--- src/design/assert_macros.svh ---
// assertion macros used by the design files
`ifndef ASSERT_MACROS_SVH
`define ASSERT_MACROS_SVH

// condition that must hold at every clock edge outside reset
`define UER_ASSERT(lbl, cond, msg) \
  lbl: assert property (@(posedge clk) disable iff (rst) (cond)) else $error(msg);

// condition in one cycle forces a condition in the next
`define UER_ASSERT_NEXT(lbl, ante, cons, msg) \
  lbl: assert property (@(posedge clk) disable iff (rst) (ante) |=> (cons)) else $error(msg);

`endif

--- src/design/uer_pkg.sv ---
// types, codes and constants of the ultrasonic echo ranger
package uer_pkg;

  localparam int NUM_SENSORS_DEF = 3;

  // distance = (pulse * DIST_MUL) >> DIST_SHIFT, 1/256 cm
  localparam int MUL_W      = 13;
  localparam logic [MUL_W-1:0] DIST_MUL = 13'd4496;
  localparam int DIST_SHIFT = 10;
  localparam int TIME_W     = 32;
  localparam int DIST_W     = 23;
  localparam int TMO_W      = 20;
  localparam int PROD_W     = TIME_W + MUL_W;

  // result queue depth, covers the items in flight
  localparam int OUT_DEPTH  = 4;

  // apb port
  localparam int PADDR_W    = 4;
  localparam int PDATA_W    = 32;

  typedef enum logic [1:0] {
    OP_TRIGGER = 2'd0,
    OP_EDGE    = 2'd1,
    OP_EVAL    = 2'd2
  } op_e_t;

  typedef enum logic [1:0] {
    ST_ACCEPT   = 2'd0,
    ST_NO_PULSE = 2'd1,
    ST_TIMEOUT  = 2'd2,
    ST_RANGE    = 2'd3
  } status_t;

  typedef enum logic [1:0] {
    REG_TIMEOUT = 2'd0,
    REG_MIN     = 2'd1,
    REG_MAX     = 2'd2
  } reg_idx_t;

  typedef struct packed {
    logic [1:0]        op;
    logic [1:0]        sensor;
    logic              level;
    logic [TIME_W-1:0] time_us;
  } cmd_t;

  typedef struct packed {
    logic [1:0]        sensor_out;
    logic [1:0]        status;
    logic [DIST_W-1:0] measured;
    logic [DIST_W-1:0] filtered;
    logic              valid_res;
  } result_t;

  // one sensor's state, one memory word
  typedef struct packed {
    logic [TIME_W-1:0] echo_start;
    logic [TIME_W-1:0] pulse_width;
    logic              waiting_fall;
    logic              pulse_ready;
    logic [DIST_W-1:0] smoothed;
    logic              has_reading;
  } entry_t;

endpackage

--- src/design/ultrasonic_echo_ranging.sv ---
// ultrasonic echo ranger top level: per-sensor state memory and result queue
//
//  channel   dir  handshake                    payload
//  cmd       in   cmd_valid / cmd_stall        uer_pkg::cmd_t (op, sensor, level, time_us)
//  result    out  result_valid / result_stall  uer_pkg::result_t
//  apb       in   psel penable pwrite pready   paddr, pwdata, prdata
//
// one item per cycle while cmd_stall is low; an evaluate item's result goes through
// memory read, multiply stage, update stage and result queue, the read-modify-write
// pipe around the sensor state memory
// cmd_stall rises only when the result queue plus evaluations in flight fill
// its OUT_DEPTH entries, so it follows registered state only
// reset is synchronous: sensor entries read as zero until first written
// (one valid flop per sensor), registers return to their defaults
`include "assert_macros.svh"

module ultrasonic_echo_ranging #(
  parameter int NUM_SENSORS = uer_pkg::NUM_SENSORS_DEF
) (
  input  logic                         clk,
  input  logic                         rst,
  input  logic                         cmd_valid,
  output logic                         cmd_stall,
  input  uer_pkg::cmd_t                cmd,
  output logic                         result_valid,
  input  logic                         result_stall,
  output uer_pkg::result_t             result,
  input  logic                         psel,
  input  logic                         penable,
  input  logic                         pwrite,
  input  logic [uer_pkg::PADDR_W-1:0]  paddr,
  input  logic [uer_pkg::PDATA_W-1:0]  pwdata,
  output logic [uer_pkg::PDATA_W-1:0]  prdata,
  output logic                         pready
);
  import uer_pkg::*;

  localparam int AW    = (NUM_SENSORS > 1) ? $clog2(NUM_SENSORS) : 1;
  localparam int PTR_W = $clog2(OUT_DEPTH);
  localparam int CNT_W = $clog2(OUT_DEPTH + 1);

  // configuration registers
  logic [TMO_W-1:0]  timeout_us;
  logic [DIST_W-1:0] min_distance;
  logic [DIST_W-1:0] max_distance;
  logic              cfg_wr;

  // sensor state memory
  entry_t            mem [NUM_SENSORS];
  entry_t            mem_q;
  logic              entry_valid [NUM_SENSORS];
  logic              rd_valid;
  logic              rd_en;
  logic [AW-1:0]     rd_addr;

  // input decode
  logic              cmd_acc;
  logic              cmd_ok;

  // stage 1: forwarded entry, multiply and timeout check
  logic              s1_valid;
  cmd_t              s1_cmd;
  logic [AW-1:0]     s1_addr;
  entry_t            s1_cur;
  logic [TIME_W-1:0] s1_diff;
  logic [PROD_W-1:0] s1_prod;
  logic              s1_over;

  // stage 2: range check, smoothing, write back
  logic              s2_valid;
  cmd_t              s2_cmd;
  logic [AW-1:0]     s2_addr;
  entry_t            s2_cur;
  logic [TIME_W-1:0] s2_diff;
  logic [PROD_W-1:0] s2_prod;
  logic              s2_over;
  entry_t            s2_next;
  result_t           s2_res;
  logic [DIST_W-1:0] s2_dist;
  logic [DIST_W:0]   s2_sum;

  // last write, for the read that raced it
  logic              wb_valid;
  logic [AW-1:0]     wb_addr;
  entry_t            wb_entry;

  // result queue
  result_t           fifo_mem [OUT_DEPTH];
  logic [PTR_W-1:0]  wr_ptr;
  logic [PTR_W-1:0]  rd_ptr;
  logic [CNT_W-1:0]  fifo_count;
  logic              push;
  logic              pop;
  logic              s1_eval;
  logic              s2_eval;
  logic [CNT_W:0]    credit_used;

  // ---------------------------------------------------------------- apb
  assign pready = 1'b1;
  assign cfg_wr = psel && penable && pwrite && pready;

  always_ff @(posedge clk) begin
    if (rst) begin
      timeout_us   <= TMO_W'(30000);
      min_distance <= DIST_W'(512);
      max_distance <= DIST_W'(102400);
    end else if (cfg_wr) begin
      unique case (paddr[3:2])
        REG_TIMEOUT: timeout_us   <= pwdata[TMO_W-1:0];
        REG_MIN:     min_distance <= pwdata[DIST_W-1:0];
        REG_MAX:     max_distance <= pwdata[DIST_W-1:0];
        default: ;
      endcase
    end
  end

  always_comb begin
    unique case (paddr[3:2])
      REG_TIMEOUT: prdata = PDATA_W'(timeout_us);
      REG_MIN:     prdata = PDATA_W'(min_distance);
      REG_MAX:     prdata = PDATA_W'(max_distance);
      default:     prdata = '0;
    endcase
  end

  // ---------------------------------------------------------------- input
  assign s1_eval     = s1_valid && (s1_cmd.op == OP_EVAL);
  assign s2_eval     = s2_valid && (s2_cmd.op == OP_EVAL);
  assign credit_used = (CNT_W+1)'(fifo_count) + (CNT_W+1)'(s1_eval) + (CNT_W+1)'(s2_eval);
  // hold off while every queue slot is spoken for
  assign cmd_stall   = credit_used >= (CNT_W+1)'(OUT_DEPTH);
  assign cmd_acc     = cmd_valid && !cmd_stall;

  // unused op code and absent sensor are dropped here
  assign cmd_ok  = ({30'd0, cmd.sensor} < 32'(NUM_SENSORS)) &&
                   (cmd.op == OP_TRIGGER || cmd.op == OP_EDGE || cmd.op == OP_EVAL);
  assign rd_en   = cmd_acc && cmd_ok;
  assign rd_addr = AW'(cmd.sensor);

  // ---------------------------------------------------------------- memory
  always_ff @(posedge clk) begin
    if (rd_en) begin
      mem_q    <= mem[rd_addr];
      rd_valid <= entry_valid[rd_addr];
    end
    if (s2_valid) begin
      mem[s2_addr] <= s2_next;
    end
  end

  always_ff @(posedge clk) begin
    if (rst) begin
      for (int i = 0; i < NUM_SENSORS; i++) begin
        entry_valid[i] <= 1'b0;
      end
    end else if (s2_valid) begin
      entry_valid[s2_addr] <= 1'b1;
    end
  end

  // ---------------------------------------------------------------- stage 1
  always_ff @(posedge clk) begin
    if (rst) begin
      s1_valid <= 1'b0;
    end else begin
      s1_valid <= rd_en;
    end
  end

  always_ff @(posedge clk) begin
    if (rd_en) begin
      s1_cmd  <= cmd;
      s1_addr <= rd_addr;
    end
  end

  // newest copy wins: update stage, then last write, then memory
  always_comb begin
    if (s2_valid && (s2_addr == s1_addr)) begin
      s1_cur = s2_next;
    end else if (wb_valid && (wb_addr == s1_addr)) begin
      s1_cur = wb_entry;
    end else if (rd_valid) begin
      s1_cur = mem_q;
    end else begin
      s1_cur = '0;
    end
  end

  assign s1_diff = s1_cmd.time_us - s1_cur.echo_start;
  assign s1_prod = PROD_W'(s1_cur.pulse_width) * PROD_W'(DIST_MUL);
  assign s1_over = s1_cur.pulse_width > TIME_W'(timeout_us);

  // ---------------------------------------------------------------- stage 2
  always_ff @(posedge clk) begin
    if (rst) begin
      s2_valid <= 1'b0;
    end else begin
      s2_valid <= s1_valid;
    end
  end

  always_ff @(posedge clk) begin
    if (s1_valid) begin
      s2_cmd  <= s1_cmd;
      s2_addr <= s1_addr;
      s2_cur  <= s1_cur;
      s2_diff <= s1_diff;
      s2_prod <= s1_prod;
      s2_over <= s1_over;
    end
  end

  assign s2_dist = s2_prod[DIST_SHIFT +: DIST_W];
  assign s2_sum  = {1'b0, s2_cur.smoothed} + {1'b0, s2_dist};

  always_comb begin
    s2_next            = s2_cur;
    s2_res.sensor_out  = s2_cmd.sensor;
    s2_res.status      = ST_ACCEPT;
    s2_res.measured    = '0;
    unique case (s2_cmd.op)
      OP_TRIGGER: begin
        s2_next.pulse_ready  = 1'b0;
        s2_next.waiting_fall = 1'b0;
      end
      OP_EDGE: begin
        if (s2_cmd.level) begin
          // rising edge, also restarts a pending measurement
          s2_next.echo_start   = s2_cmd.time_us;
          s2_next.waiting_fall = 1'b1;
        end else if (s2_cur.waiting_fall) begin
          s2_next.pulse_width  = s2_diff;
          s2_next.waiting_fall = 1'b0;
          s2_next.pulse_ready  = 1'b1;
        end
      end
      OP_EVAL: begin
        if (!s2_cur.pulse_ready) begin
          s2_res.status = ST_NO_PULSE;
        end else begin
          s2_next.pulse_ready = 1'b0;
          if (s2_over) begin
            s2_res.status = ST_TIMEOUT;
          end else begin
            s2_res.measured = s2_dist;
            if ((s2_dist < min_distance) || (s2_dist > max_distance)) begin
              s2_res.status = ST_RANGE;
            end else begin
              // first reading loads, later ones average half and half
              s2_next.smoothed    = s2_cur.has_reading ? s2_sum[DIST_W:1] : s2_dist;
              s2_next.has_reading = 1'b1;
            end
          end
        end
      end
      default: ;
    endcase
    s2_res.filtered  = s2_next.smoothed;
    s2_res.valid_res = s2_next.has_reading;
  end

  always_ff @(posedge clk) begin
    if (rst) begin
      wb_valid <= 1'b0;
    end else begin
      wb_valid <= s2_valid;
    end
  end

  always_ff @(posedge clk) begin
    if (s2_valid) begin
      wb_addr  <= s2_addr;
      wb_entry <= s2_next;
    end
  end

  // ---------------------------------------------------------------- result queue
  assign push         = s2_eval;
  assign result_valid = fifo_count != '0;
  assign pop          = result_valid && !result_stall;
  assign result       = fifo_mem[rd_ptr];

  always_ff @(posedge clk) begin
    if (push) begin
      fifo_mem[wr_ptr] <= s2_res;
    end
  end

  always_ff @(posedge clk) begin
    if (rst) begin
      wr_ptr     <= '0;
      rd_ptr     <= '0;
      fifo_count <= '0;
    end else begin
      if (push) begin
        wr_ptr <= wr_ptr + PTR_W'(1);
      end
      if (pop) begin
        rd_ptr <= rd_ptr + PTR_W'(1);
      end
      fifo_count <= fifo_count + CNT_W'(push) - CNT_W'(pop);
    end
  end

  // ---------------------------------------------------------------- checks
  `UER_ASSERT(a_credit_bound, credit_used <= (CNT_W+1)'(OUT_DEPTH), "result credit overrun")
  `UER_ASSERT_NEXT(a_push_lands, push, fifo_count != '0, "pushed result missing from queue")
  `UER_ASSERT(a_accept_has_reading,
    !(result_valid && (result.status == ST_ACCEPT)) || result.valid_res,
    "accepted result without reading")

endmodule
--- config.mk ---
export PLATFORM = sky130hd
export DESIGN_NAME = ultrasonic_echo_ranging
export DESIGN_NICKNAME = d
export VERILOG_FILES = /design/src/design/uer_pkg.sv /design/src/design/ultrasonic_echo_ranging.sv
export VERILOG_INCLUDE_DIRS = /design/src /design/src/design
export SDC_FILE = /design/constraint.sdc
export NUM_CORES = 2
export LEC_CHECK = 0
export BUFFER_PORTS_ARGS = -buffer_cell sky130_fd_sc_hd__buf_2
export CAP_MARGIN = 20
export CELL_PAD_IN_SITES_DETAIL_PLACEMENT = 1
export CELL_PAD_IN_SITES_GLOBAL_PLACEMENT = 2
export CORE_ASPECT_RATIO = 0.75
export CORE_UTILIZATION = 48
export CTS_CLUSTER_DIAMETER = 40
export DETAILED_ROUTE_END_ITERATION = 8
export PLACE_DENSITY = 0.95
export SLEW_MARGIN = 0
export SYNTH_ARGS = -nofsm -noshare
export SYNTH_HDL_FRONTEND = slang
export SYNTH_SLANG_ARGS = --single-unit
--- constraint.sdc ---
create_clock -name clk -period 21.9 [get_ports clk]
set_clock_uncertainty 0.15 [all_clocks]
set_input_delay 4.38 -clock clk [delete_from_list [all_inputs] [get_ports clk]]
set_output_delay 4.38 -clock clk [all_outputs]
set_load 0.01 [all_outputs]
==> results.txt <==
status = complete, no violations
largest net degree at the start of global routing = 129
Warnings, synthesis = 0
port bufs = 144
post-synth top area share = 59.3%
Worst Max-Slew Pin Slew = 1200 ps
CP Capture Type = output pin
main area contributors after synthesis = edfxtp_1, ha_1, nand2_1
H-tree levels = 3
final period utilization = 47.9%
final hold violations = 0
TNS Setup = 0 ps
first-pass GRT wire length = 188 mm
met3 global-route usage = 4.15%
Hold Crit Class = flip-flop to flip-flop
minimum clock period = 10480 ps
share of layout cells above drive strength 1 = 13.8%
Inserted Clock Buffers = 113
Core Area = 91500 um^2
count leader, synth = edfxtp_1
Final #Nets = 3900
Worst Path Required = 17370 ps
worst rel slew slack = 19.7%
Sw Pwr = 1.46 mW
Syn Std Cell Area = 44400 um^2
Critical Path AT = 5950 ps
Post-CTS Setup Inserts = 0
Peak VDD IR = 0.0000865 V
Clock Pin Slew Worst Setup and Hold Paths = 60 ps
hold_buf cts = 0
HPWL after DPL = 78.2 mm
Cells after Synth = 3386
Overflow after GRT = 0
RSZ-0062 raised after global routing = no
Placer Congestion = 0.846
drt drc = 0
sequential share of the synthesized area = 63.0%
via count = 28900
most common library cells after synthesis = edfxtp_1, nand2_1, inv_1
busiest grt layer = met2
EDFF count, synth = 877
part of the power in registers = 43.6%
PwrDens = 99.8 nW/um^2
CTS tree = yes
Iteration-0 DRC Markers = 2524
Initial Utilization = 48.5%
Peak Freq = 95.4 MHz
Avg Synthesized Cell Area = 13.1 um^2
Sw Share = 29.2%
Cell Int Power = 3.56 mW
Global Route met2 Usage = 44.4%
Row Count = 96
#FFs+latches synth = 959
CP max FO = 26
Worst Setup Start Kind = input port
GRT Resource Usage Total = 26.5%
cts repair resizes = 0
Slew Limit Fails = 0
I/O Pins = 166
die area = 93800 um^2
max_cap viols = 0
final core occ = 55.0%
area added between synthesis and finish = 13.2%
initial antenna violation count = 3
drt wl/cell = 25.7 um
ys async rst share = 0%
vias in the first global route = 30500
clk buf depth = 3
Clk pwr share = 37.3%
Avg Vias per Cell = 5.93
Yosys cell types = 85
Antenna Cells = 0
Setup CP Type = input port to output pin
clk_lat worst skew = 700 ps
Routed Antenna Nets = 0
Top FF cell, synth = edfxtp_1
combinational share of power = 19.1%
Die Y = 265 um
Routed WL = 125 mm
met1 Use GR = 35.7%
final hold slack = 313 ps
DR pass1 iterations = 5
Pleak = 19.3 nW
area leader, netlist = edfxtp_1
Root Driver = clkbuf_16
endpoints failing setup = 0
Sink Count = 959
die extent in x = 353 um
final timing paths:
check / startpoint / to / slack, ps / cells after the start
worst min register to register: s1_cmd[5]$_DFFE_PP_ / s2_cmd[5]$_DFFE_PP_ / 310 / 0
worst max-delay path: paddr[2] / prdata[12] / 11420 / 6
worst max register to register: s2_addr[1]$_DFFE_PP_ / s2_prod[31]$_DFFE_PP_ / 14310 / 20
worst min-delay path: s1_cmd[5]$_DFFE_PP_ / s2_cmd[5]$_DFFE_PP_ / 310 / 0
critical path, cell delays in order:
cell and delay (ps):
buf_2 650, nor2b_1 100, buf_4 280, nand2_1 100, o21ai_0 200, buf_2 230
flip-flops by register name, indices dropped and copies added, names as in the netlist, 2 cells and up, named ones only:
register / count
s2_addr: 2
wr_ptr: 2
mem: 270
wb_entry: 90
min_distance: 23
rd_ptr: 2
s2_prod: 23
s1_cmd: 35
s2_cur: 90
max_distance: 23
fifo_count: 3
entry_valid: 4
mem_q: 90
wb_addr: 2
timeout_us: 20
s2_cmd: 35
s1_addr: 2
s2_diff: 32
fifo_mem: 204
logic make-up (layout without fill, tap and decap cells):
family / Yosys count / after routing / share of synthesized area, %
xor+xnor: 78 / 78 / 1.54
buf+inv: 437 / 696 / 3.79
mux: 252 / 252 / 7.26
flops: 959 / 959 / 63.0
fa+ha+maj: 265 / 265 / 8.22
other cells: 2 / 10 / 0.0169
simple gates: 830 / 830 / 8.27
compound gates: 563 / 563 / 7.94
cell type report:
class | instances | area, um^2
fillers | 9103 | 41200
flip-flops and latches | 959 | 28000
multi-input cells | 1998 | 14900
clock buffers | 130 | 2890
well taps | 1225 | 1530
repair buffers | 195 | 1110
inverters | 288 | 1080
clock inverters | 83 | 828
cells in the final DEF, fill, tap and decap left out, types with 14 or more instances in the layout:
cell type	instances
o21ai_0	156
buf_4	50
inv_1	288
nand3_1	110
mux4_2	52
fa_1	45
nand2b_1	14
a31oi_1	51
nor3_1	21
dfxtp_1	78
and2_1	24
a21o_1	42
buf_2	143
o21a_1	30
clkbuf_1	17
clkinv_1	15
a211oi_1	14
xnor2_1	53
inv_6	19
a21boi_0	39
o211ai_1	18
mux2i_1	158
o21ai_1	17
a21oi_1	130
nand2_1	456
nor2b_1	30
edfxtp_1	877
ha_1	220
nor2_1	105
xor2_1	25
nand4_1	20
mux2_2	35
clkbuf_16	113
layer usage:
metal  routed length [um]  share of wire (%)  up-vias
li1                     -                  -    12700
met1                52900                 42    14900
met2                60400                 48     1117
met3                 8620                6.9      240
met4                 3510                2.8        4
met5                   14              0.011        -
power groups by stage:
stage                     combinational, mW  clock [mW]  sequential [mW]
final                                 0.958        1.87             2.19
after global routing                   1.04        1.95             2.19
after CTS                             0.954        1.89             2.19
after detailed placement              0.934           0             2.22
after global placement                0.885           0             2.22
after floorplan                       0.647           0             2.20
metrics by stage:
step                power, mW  cell area, um^2  setup slack [ps]  std cells
floorplan                2.84            44500             10520       3394
global placement         3.10            46600             11500       4663
detailed placement       3.16            46600             11470       4664
CTS                      5.03            50300             11460       4877
global route             5.19            50300             11370       4878
finish                   5.02            50300             11420       4878
(Power assumes the default switching activity.)
